[config.mk]
export PLATFORM = sky130hd
export DESIGN_NAME = dirty_cell_text_refresh
export DESIGN_NICKNAME = d
export VERILOG_FILES = /design/src/rtl/core/dctr_pkg.sv /design/src/rtl/core/dctr_ctrl.sv /design/src/rtl/core/dctr_datapath.sv /design/src/rtl/core/dirty_cell_text_refresh.sv
export SDC_FILE = /design/constraint.sdc
export NUM_CORES = 2
export LEC_CHECK = 0
export BUFFER_PORTS_ARGS = -buffer_cell sky130_fd_sc_hd__buf_2
export CORE_MARGIN = 2
export CORE_UTILIZATION = 50
export CTS_BUF_LIST = sky130_fd_sc_hd__clkbuf_4
export DETAILED_ROUTE_END_ITERATION = 7
export MAX_ROUTING_LAYER = met4
export PLACE_DENSITY_LB_ADDON = 0.2
export SYNTH_ARGS = -nofsm -noshare
export SYNTH_HDL_FRONTEND = slang
export SYNTH_SLANG_ARGS = --single-unit
[constraint.sdc]
create_clock -name clk -period 4.9 [get_ports clk]
set_input_delay 0.245 -clock clk [delete_from_list [all_inputs] [get_ports clk]]
set_output_delay 0.245 -clock clk [all_outputs]
set_load 0.02 [all_outputs]
[src/rtl/core/dctr_pkg.sv]
// Package for the dirty character-cell text refresh block.
// Holds item structs, command/status structs, codes and layout constants.
// No dependencies; used by every file under rtl/core.
package dctr_pkg;

  localparam int FIELD_COUNT = 6;
  localparam int FIELD_CHARS = 11;
  localparam int CELL_TOTAL  = FIELD_COUNT * FIELD_CHARS;
  localparam int ADDR_W      = $clog2(CELL_TOTAL);

  // Operation codes
  localparam logic [1:0] OP_WRITE_CHAR = 2'd0;
  localparam logic [1:0] OP_SET_COLOR  = 2'd1;
  localparam logic [1:0] OP_REFRESH    = 2'd2;

  // Configuration register indexes
  localparam logic [1:0] CFG_DISPLAY_ENABLED = 2'd0;
  localparam logic [1:0] CFG_PANEL_COLOR     = 2'd1;
  localparam logic [1:0] CFG_CHAR_SCALE      = 2'd2;

  // Reset values
  localparam logic [15:0] RESET_FG    = 16'd59326;
  localparam logic [15:0] RESET_PANEL = 16'd2309;
  localparam logic [2:0]  RESET_SCALE = 3'd2;
  localparam logic [7:0]  CHAR_SPACE  = 8'h20;

  // Panel layout
  localparam logic [9:0] X_BASE_EVEN = 10'd16;
  localparam logic [9:0] X_BASE_ODD  = 10'd170;
  localparam logic [7:0] Y_BASE      = 8'd66;
  localparam logic [7:0] Y_STEP      = 8'd62;

  typedef struct packed {
    logic [1:0]  operation;
    logic [2:0]  field_sel;
    logic [3:0]  char_pos;
    logic [7:0]  char_code;
    logic [15:0] color;
    logic        draw_ok;
  } in_item_t;

  typedef struct packed {
    logic [9:0]  draw_x;
    logic [7:0]  draw_y;
    logic [7:0]  draw_char;
    logic [15:0] draw_color;
    logic [15:0] draw_background;
    logic [2:0]  draw_scale;
  } out_item_t;

  // Controller to datapath
  typedef struct packed {
    logic wr_char;
    logic set_color;
    logic start;
    logic run;
    logic emit;
  } dp_cmd_t;

  // Datapath to controller
  typedef struct packed {
    logic enabled;
    logic hit;
    logic done;
    logic out_free;
  } dp_stat_t;

  // Pixel row of a field: fields are stacked in pairs.
  function automatic logic [7:0] field_y(input logic [2:0] f);
    logic [7:0] row;
    row = 8'(f >> 1);
    return 8'(Y_BASE + row * Y_STEP);
  endfunction

  function automatic logic [9:0] field_x(input logic [2:0] f);
    return f[0] ? X_BASE_ODD : X_BASE_EVEN;
  endfunction

endpackage

[src/rtl/core/dctr_ctrl.sv]
// Controller for the dirty character-cell text refresh block.
// Decodes accepted items into datapath commands and sequences the refresh scan.
// Depends on dctr_pkg.
module dctr_ctrl (
  input  logic                clk,
  input  logic                rst_n,
  input  logic                in_valid,
  input  logic [1:0]          in_op,
  output logic                in_stall,
  input  dctr_pkg::dp_stat_t  stat,
  output dctr_pkg::dp_cmd_t   cmd
);

  typedef enum logic {
    S_IDLE,
    S_SCAN
  } state_t;

  state_t state_r, state_nxt;

  assign in_stall = (state_r != S_IDLE);

  always_comb begin
    state_nxt = state_r;
    cmd       = '0;
    unique case (state_r)
      S_IDLE: begin
        if (in_valid) begin
          unique case (in_op)
            dctr_pkg::OP_WRITE_CHAR: cmd.wr_char = 1'b1;
            dctr_pkg::OP_SET_COLOR:  cmd.set_color = 1'b1;
            dctr_pkg::OP_REFRESH: begin
              if (stat.enabled) begin
                cmd.start = 1'b1;
                state_nxt = S_SCAN;
              end
            end
            default: ;
          endcase
        end
      end
      S_SCAN: begin
        if (stat.hit) begin
          // hold the found cell until the output register is free
          if (stat.out_free) begin
            cmd.emit  = 1'b1;
            state_nxt = S_IDLE;
          end
        end else if (stat.done) begin
          state_nxt = S_IDLE;
        end else begin
          cmd.run = 1'b1;
        end
      end
      default: state_nxt = S_IDLE;
    endcase
  end

  always_ff @(posedge clk) begin
    if (!rst_n) begin
      state_r <= S_IDLE;
    end else begin
      state_r <= state_nxt;
    end
  end

endmodule

[src/rtl/core/dctr_datapath.sv]
// Datapath for the dirty character-cell text refresh block.
// Text stores, field colours, configuration, scan pipeline and output register.
// Depends on dctr_pkg.
module dctr_datapath (
  input  logic                clk,
  input  logic                rst_n,
  input  logic                cfg_we,
  input  logic [1:0]          cfg_index,
  input  logic [15:0]         cfg_wdata,
  input  dctr_pkg::in_item_t  in_data,
  input  dctr_pkg::dp_cmd_t   cmd,
  output dctr_pkg::dp_stat_t  stat,
  output logic                out_valid,
  input  logic                out_stall,
  output dctr_pkg::out_item_t out_data
);

  localparam int AW = dctr_pkg::ADDR_W;
  localparam int CT = dctr_pkg::CELL_TOTAL;

  // Configuration
  logic        display_enabled_r;
  logic [15:0] panel_color_r;
  logic [2:0]  char_scale_r;

  // Stores; valid bits give the reset contents of unwritten cells
  logic [7:0]  wanted_mem [CT];
  logic [7:0]  shown_mem  [CT];
  logic [CT-1:0] wanted_vld_r;
  logic [CT-1:0] shown_vld_r;
  logic [15:0] field_color_r [dctr_pkg::FIELD_COUNT];

  // Scan issue stage
  logic [2:0]    iss_f_r;
  logic [3:0]    iss_p_r;
  logic [AW-1:0] iss_a_r;
  logic          iss_end_r;

  // Scan compare stage
  logic [2:0]    cmp_f_r;
  logic [3:0]    cmp_p_r;
  logic [AW-1:0] cmp_a_r;
  logic          cmp_vld_r;
  logic [7:0]    wanted_rd_r;
  logic [7:0]    shown_rd_r;
  logic          wanted_rd_vld_r;
  logic          shown_rd_vld_r;

  logic          ok_r;
  logic          out_valid_r;
  dctr_pkg::out_item_t out_data_r;

  logic [7:0]    wanted_val;
  logic [7:0]    shown_val;
  logic          fld_ok;
  logic          pos_ok;
  logic [AW-1:0] wr_addr;
  logic [2:0]    col_idx;
  logic [15:0]   col_rd;
  logic          col_change;
  logic [6:0]    pitch_prod;
  logic [9:0]    pitch_x;
  logic [9:0]    draw_x;

  assign wanted_val = wanted_rd_vld_r ? wanted_rd_r : dctr_pkg::CHAR_SPACE;
  assign shown_val  = shown_rd_vld_r  ? shown_rd_r  : 8'd0;

  assign fld_ok  = (32'(in_data.field_sel) < dctr_pkg::FIELD_COUNT);
  assign pos_ok  = (32'(in_data.char_pos) < dctr_pkg::FIELD_CHARS);
  assign wr_addr = AW'(AW'(in_data.field_sel) * AW'(dctr_pkg::FIELD_CHARS))
                   + AW'(in_data.char_pos);

  // One colour read port, shared by the set-colour compare and the draw
  assign col_idx    = cmd.set_color ? in_data.field_sel : cmp_f_r;
  assign col_rd     = field_color_r[col_idx];
  assign col_change = fld_ok && (col_rd != in_data.color);

  // x = base + pos * 6 * scale
  assign pitch_prod = 7'(cmp_p_r) * 7'(char_scale_r);
  assign pitch_x    = (10'(pitch_prod) << 2) + (10'(pitch_prod) << 1);
  assign draw_x     = dctr_pkg::field_x(cmp_f_r) + pitch_x;

  assign stat.enabled  = display_enabled_r;
  assign stat.hit      = cmp_vld_r && (wanted_val != shown_val);
  assign stat.done     = iss_end_r && !cmp_vld_r;
  assign stat.out_free = !out_valid_r || !out_stall;

  assign out_valid = out_valid_r;
  assign out_data  = out_data_r;

  // Configuration and colour registers
  always_ff @(posedge clk) begin
    if (!rst_n) begin
      display_enabled_r <= 1'b0;
      panel_color_r     <= dctr_pkg::RESET_PANEL;
      char_scale_r      <= dctr_pkg::RESET_SCALE;
      for (int i = 0; i < dctr_pkg::FIELD_COUNT; i++) begin
        field_color_r[i] <= dctr_pkg::RESET_FG;
      end
    end else begin
      if (cfg_we) begin
        unique case (cfg_index)
          dctr_pkg::CFG_DISPLAY_ENABLED: display_enabled_r <= cfg_wdata[0];
          dctr_pkg::CFG_PANEL_COLOR:     panel_color_r     <= cfg_wdata;
          dctr_pkg::CFG_CHAR_SCALE:      char_scale_r      <= cfg_wdata[2:0];
          default: ;
        endcase
      end
      if (cmd.set_color && col_change) begin
        field_color_r[col_idx] <= in_data.color;
      end
    end
  end

  // Valid bits
  always_ff @(posedge clk) begin
    if (!rst_n) begin
      wanted_vld_r <= '0;
      shown_vld_r  <= '0;
    end else begin
      if (cmd.wr_char && fld_ok && pos_ok) begin
        wanted_vld_r[wr_addr] <= 1'b1;
      end
      if (cmd.emit && ok_r) begin
        shown_vld_r[cmp_a_r] <= 1'b1;
      end
      if (cmd.set_color && col_change) begin
        for (int i = 0; i < CT; i++) begin
          if ((i / dctr_pkg::FIELD_CHARS) == int'(in_data.field_sel)) begin
            shown_vld_r[i] <= 1'b0;
          end
        end
      end
    end
  end

  // Memories
  always_ff @(posedge clk) begin
    if (cmd.wr_char && fld_ok && pos_ok) begin
      wanted_mem[wr_addr] <= in_data.char_code;
    end
    if (cmd.emit && ok_r) begin
      shown_mem[cmp_a_r] <= wanted_val;
    end
    if (cmd.run && !iss_end_r) begin
      wanted_rd_r     <= wanted_mem[iss_a_r];
      shown_rd_r      <= shown_mem[iss_a_r];
      wanted_rd_vld_r <= wanted_vld_r[iss_a_r];
      shown_rd_vld_r  <= shown_vld_r[iss_a_r];
      cmp_f_r         <= iss_f_r;
      cmp_p_r         <= iss_p_r;
      cmp_a_r         <= iss_a_r;
    end
    if (cmd.start) begin
      ok_r <= in_data.draw_ok;
    end
  end

  // Scan control
  always_ff @(posedge clk) begin
    if (!rst_n) begin
      iss_f_r   <= '0;
      iss_p_r   <= '0;
      iss_a_r   <= '0;
      iss_end_r <= 1'b0;
      cmp_vld_r <= 1'b0;
    end else if (cmd.start) begin
      iss_f_r   <= '0;
      iss_p_r   <= '0;
      iss_a_r   <= '0;
      iss_end_r <= 1'b0;
      cmp_vld_r <= 1'b0;
    end else if (cmd.run) begin
      cmp_vld_r <= !iss_end_r;
      if (!iss_end_r) begin
        if (32'(iss_a_r) == CT - 1) begin
          iss_end_r <= 1'b1;
        end else begin
          iss_a_r <= iss_a_r + 1'b1;
          if (32'(iss_p_r) == dctr_pkg::FIELD_CHARS - 1) begin
            iss_p_r <= '0;
            iss_f_r <= iss_f_r + 1'b1;
          end else begin
            iss_p_r <= iss_p_r + 1'b1;
          end
        end
      end
    end
  end

  // Output register
  always_ff @(posedge clk) begin
    if (!rst_n) begin
      out_valid_r <= 1'b0;
    end else if (cmd.emit) begin
      out_valid_r <= 1'b1;
    end else if (!out_stall) begin
      out_valid_r <= 1'b0;
    end
  end

  always_ff @(posedge clk) begin
    if (cmd.emit) begin
      out_data_r.draw_x          <= draw_x;
      out_data_r.draw_y          <= dctr_pkg::field_y(cmp_f_r);
      out_data_r.draw_char       <= wanted_val;
      out_data_r.draw_color      <= col_rd;
      out_data_r.draw_background <= panel_color_r;
      out_data_r.draw_scale      <= char_scale_r;
    end
  end

endmodule

[src/rtl/core/dirty_cell_text_refresh.sv]
// Dirty character-cell text refresh: top level joining controller and datapath.
// Depends on dctr_pkg, dctr_ctrl and dctr_datapath.
//
// The block keeps wanted and shown text for six fields of eleven cells and a
// foreground colour per field. Write-char and set-colour items are accepted
// back to back. A refresh item (acted on only while display_enabled is set)
// runs a scan that reads one cell per cycle from the two text stores through
// a one-deep read pipeline, in field then position order, and stops at the
// first cell whose shown and wanted characters differ. A found cell waits
// until the output register is free; a scan of a clean display ends after
// the last cell. The scan rate is set by the single read port of each text
// store. The found cell is loaded into an output register; while a draw
// command waits there, further items are still accepted, and a later refresh
// only holds once its own cell is found. While a refresh is in progress
// in_stall stays high. Configuration writes take effect at once and should
// only be issued while the block is idle.
module dirty_cell_text_refresh (
  input  logic                clk,
  input  logic                rst_n,
  // configuration write port
  input  logic                cfg_we,
  input  logic [1:0]          cfg_index,
  input  logic [15:0]         cfg_wdata,
  // input channel
  input  logic                in_valid,
  output logic                in_stall,
  input  dctr_pkg::in_item_t  in_data,
  // result channel
  output logic                out_valid,
  input  logic                out_stall,
  output dctr_pkg::out_item_t out_data
);

  dctr_pkg::dp_cmd_t  cmd;
  dctr_pkg::dp_stat_t stat;

  // Decode items and sequence the scan
  dctr_ctrl u_ctrl (
    .clk      (clk),
    .rst_n    (rst_n),
    .in_valid (in_valid),
    .in_op    (in_data.operation),
    .in_stall (in_stall),
    .stat     (stat),
    .cmd      (cmd)
  );

  // Stores, scan pipeline and output register
  dctr_datapath u_datapath (
    .clk       (clk),
    .rst_n     (rst_n),
    .cfg_we    (cfg_we),
    .cfg_index (cfg_index),
    .cfg_wdata (cfg_wdata),
    .in_data   (in_data),
    .cmd       (cmd),
    .stat      (stat),
    .out_valid (out_valid),
    .out_stall (out_stall),
    .out_data  (out_data)
  );

  // A draw command is only loaded for a real dirty cell
  a_emit_on_hit : assert property (@(posedge clk) disable iff (!rst_n)
    cmd.emit |-> stat.hit)
    else $error("draw command issued without a dirty cell");

  // Never overwrite a draw command that has not been transferred
  a_emit_free : assert property (@(posedge clk) disable iff (!rst_n)
    cmd.emit |-> (!out_valid || !out_stall))
    else $error("output register overwritten before transfer");

  // Input must be held off once a refresh has been started
  a_busy_after_start : assert property (@(posedge clk) disable iff (!rst_n)
    cmd.start |=> in_stall)
    else $error("input accepted right after a refresh started");

  // Scan advances only while the input side is stalled
  a_run_stalled : assert property (@(posedge clk) disable iff (!rst_n)
    cmd.run |-> in_stall)
    else $error("scan running while input side is open");

endmodule
==> out/results.tsv <==
stage	metric	value	unit
status	status	finished, final reports clean	
sta	RSZ-0062 raised after global routing	no	
synthesis	Ys Warns	0	
detailed_routing	DR WL/cell	25.24	microns
floorplan	Die Area	0.1202	sq mm
critical_path	Crit Path Class	flop to flop	
grt	initial antenna violation count	3	
synthesis	mux share of post-synthesis cell area	0.1621	
synthesis	xor/xnor share of the synthesized area	0.005370	
synthesis	Mapped Cells	3249	
sta	Hold Vio Cnt, Final	0	
synthesis	#FFs+latches synth	1444	
clock_tree	H-tree lvl count	5	
power	Power Total	24.73	mW
floorplan	initial core utilization	0.5046	
floorplan	die width	346.7	microns
finish	Layout area overhead	16.23	%
synthesis	Synth Area in Simple Gates	0.05319	
sta	count of pins over their slew limit	0	
clock_tree	total CTS buffers	381	
placement	RD Place Congestion	0.9172	
synthesis	compound-cell area share of the yosys netlist	0.04136	
synthesis	top cells by count, synth	edfxtp_1 (1274), mux4_2 (395), dfxtp_1 (170), nor2_1 (168), nand2_1 (147)	
power	part of the power in registers	0.542	
power	internal power	19.40	mW
detailed_routing	Routed Antenna Nets	0	
grt	first-pass GRT wire length	217300	microns
detailed_routing	Initial DRC Count	3700	
sta	final count of negative-setup-slack endpoints	0	
clock_tree	Reg clk slew, reported paths	60	ps
critical_path	Crit-path slowest cell	mux2i_2	
clock_tree	setup bufs post-CTS	0	
sta	fmax	0.2127	GHz
power	switching power	5.328	mW
sta	Total Negative Setup Slacks	0	ps
synthesis	average size of a mapped cell	18.07	sq um
clock_tree	clock latency on the worst-skew pair	1240	ps
clock_tree	clk sinks	1444	
critical_path	Data required, critical path	5760	ps
clock_tree	CTS root buf	clkbuf_4	
detailed_routing	via count	33540	
synthesis	main area contributors after synthesis	edfxtp_1 (65%), mux4_2 (15%), dfxtp_1 (5.8%), nor2_1 (1.1%), a21oi_1 (1.0%)	
sta	worst slew pin tran	1291	ps
synthesis	Yosys top cell by area	edfxtp_1	
finish	final net count	3955	
synthesis	EDFF count, synth	1274	
sta	Slew HR	0.1393	
grt	number of global-route vias before repair	35330	
sta	skew final	116.0	ps
floorplan	IO Pins	120	
critical_path	startpoint types	flop	
detailed_routing	Detailed Route WL	143300	microns
synthesis	main combinational cell family by area after synthesis	multiplexers	
synthesis	adder-cell share of the synthesized area	0.01121	
critical_path	Setup crit end kind	flop	
synthesis	Cell Area, Synth	0.05872	sq mm
power	Leak	22.59	nW
job	Max Cap Viol	0	
critical_path	WP data arrival	5560	ps
critical_path	launch point of the worst reg-to-reg path	u_ctrl.in_stall	
synthesis	asr flop ratio synth	0	
min_path	Worst Min Path Start	in_data[7]	
synthesis	ys flop type	edfxtp_1	
synthesis	register area share after synthesis	0.7095	
critical_path	slowest stage delay, CP	720	ps
detailed_routing	DR pass1 iterations	6	
power	peak supply drop	206.2	uV
clock_tree	CTS max path bufs	4	
critical_path	crit path from	u_ctrl.in_stall	
critical_path	critical path peak fanout	25	
power	Comb power frac	0.032	
power	clock power share	0.426	
power	P per Cell Area	362.4	mW/mm^2
finish	layout cells sized above 1	0.3257	
clock_tree	CTS tree	done	
floorplan	Die Height	346.7	microns
placement	# port buffers	117	
grt	grt ovf	0	
sta	crit share post-route	0.9596	
sta	fin crit period	4702	ps
placement	dpl hpwl	87700	microns
detailed_routing	# DRC	0	
synthesis	synth unique cells	67	
synthesis	post-synth top area share	0.6515	
grt	GRT Util Overall	0.2484	
synthesis	most common cell in the synthesized netlist	edfxtp_1	
power	switching part of the total	0.2154	
floorplan	row cnt	125	
detailed_routing	vias per cell	5.906	
floorplan	core box area	0.1164	sq mm
min_path	Hold WC Path Type	input pin to flop	
critical_path	worst path cell trace	nand4bb_4, mux2i_2, o211ai_1, a211oi_1, xor2_1, nor4_2, nand2_4, dlygate4sd3_1, buf_4, a21bo_2	
grt	largest net degree at the start of global routing	104	
-- logic make-up after synthesis --
group	Yosys count
AO/OA/AOI/OAI	390
adder cells (fa/ha/maj)	46
XOR/XNOR	36
flip-flops	1444
other	1
multiplexers	456
buffers and inverters	242
AND/OR/NAND/NOR	634
-- path summary, 6_finish.rpt --
path | endpoint | slack (ps) | cells past startpoint
setup / recovery | u_datapath.field_color_r[5][6] | 200 | 10
hold reg to reg | u_datapath.out_data[14] | 440 | 0
setup reg to reg | u_datapath.field_color_r[5][6] | 200 | 10
hold / removal | u_datapath.field_color_r[7][6] | 170 | 3
-- layer usage --
layer,GRT usage,vias to the layer above,wire length [microns]
li1,-,14560,-
met1,0.3147,17200,56530
met2,0.3973,1491,71950
met3,0.05218,289,10490
met4,0.09406,0,4371
met5,-,-,0
-- placed cells by master (no fill, tap or decap), types with 68 or more instances in the layout --
cell and n:
dlygate4sd3_1 138, clkbuf_4 601, o21a_1 68, mux4_2 395, o21ai_0 88, nor2_1 168, a21oi_1 121, dfxtp_1 166
buf_4 159, nand2_1 146, edfxtp_1 1274, buf_2 116, nand3_1 90
-- state kept, by name (all words and copies together) (netlist names), 8 cells and up --
name,cells
u_datapath.wanted_vld_r,66
u_datapath.panel_color_r,16
u_datapath.shown_vld_r,66
u_datapath.shown_mem,528
u_datapath.field_color_r,128
u_datapath.out_data,57
u_datapath.wanted_rd_r,8
u_datapath.wanted_mem,528
u_datapath.shown_rd_r,8
-- power by group through the flow --
stage	clock (mW)	sequential, mW	combinational, mW
floorplan	0	13.6	0.403
global placement	0	13.7	0.682
detailed placement	0	13.7	0.698
CTS	10.8	13.4	0.775
global route	11.5	13.4	0.845
finish	10.5	13.4	0.789
-- critical path: cells and delay by family (launching register included) --
kind | cells | cell delay, ps
AO/OA/AOI/OAI | 3 | 1030
XOR/XNOR | 1 | 140
buffers and inverters | 2 | 810
flip-flops | 1 | 400
multiplexers | 1 | 720
AND/OR/NAND/NOR | 3 | 1220
-- area by class of cell --
type	instances	area (sq um)
sequential	1444	41680
clock buffer	601	4512
timing repair buffer	425	3396
antenna	4	10.01
clock inverter	81	431.7
tap	1524	1907
multi-input combinational	1564	16180
inverter	36	138.9
fill	8779	48110
-- metrics by stage --
| stage | hold WS (ps) | instance area (sq um) | cells | setup slack [ps] | util |
|---|---|---|---|---|---|
| after floorplan | 343.9 | 58730 | 3250 | 313.1 | - |
| after global placement | 412.4 | 61860 | 4855 | 638.4 | 0.5316 |
| after detailed placement | 419.5 | 61860 | 4855 | 647.1 | 0.5316 |
| after CTS | 11.64 | 68190 | 5675 | 29.81 | 0.5860 |
| after global routing | 55.62 | 68250 | 5679 | 18.38 | 0.5865 |
| final | 172.5 | 68250 | 5679 | 198.1 | 0.5865 |
-- repair_timing --
action,4_1_cts,5_1_grt
resized for setup,0,8
hold buffers,138,0
hold endpoints to repair,820,0
setup endpoints to repair,0,162
Power figures use the tool's default switching activity.
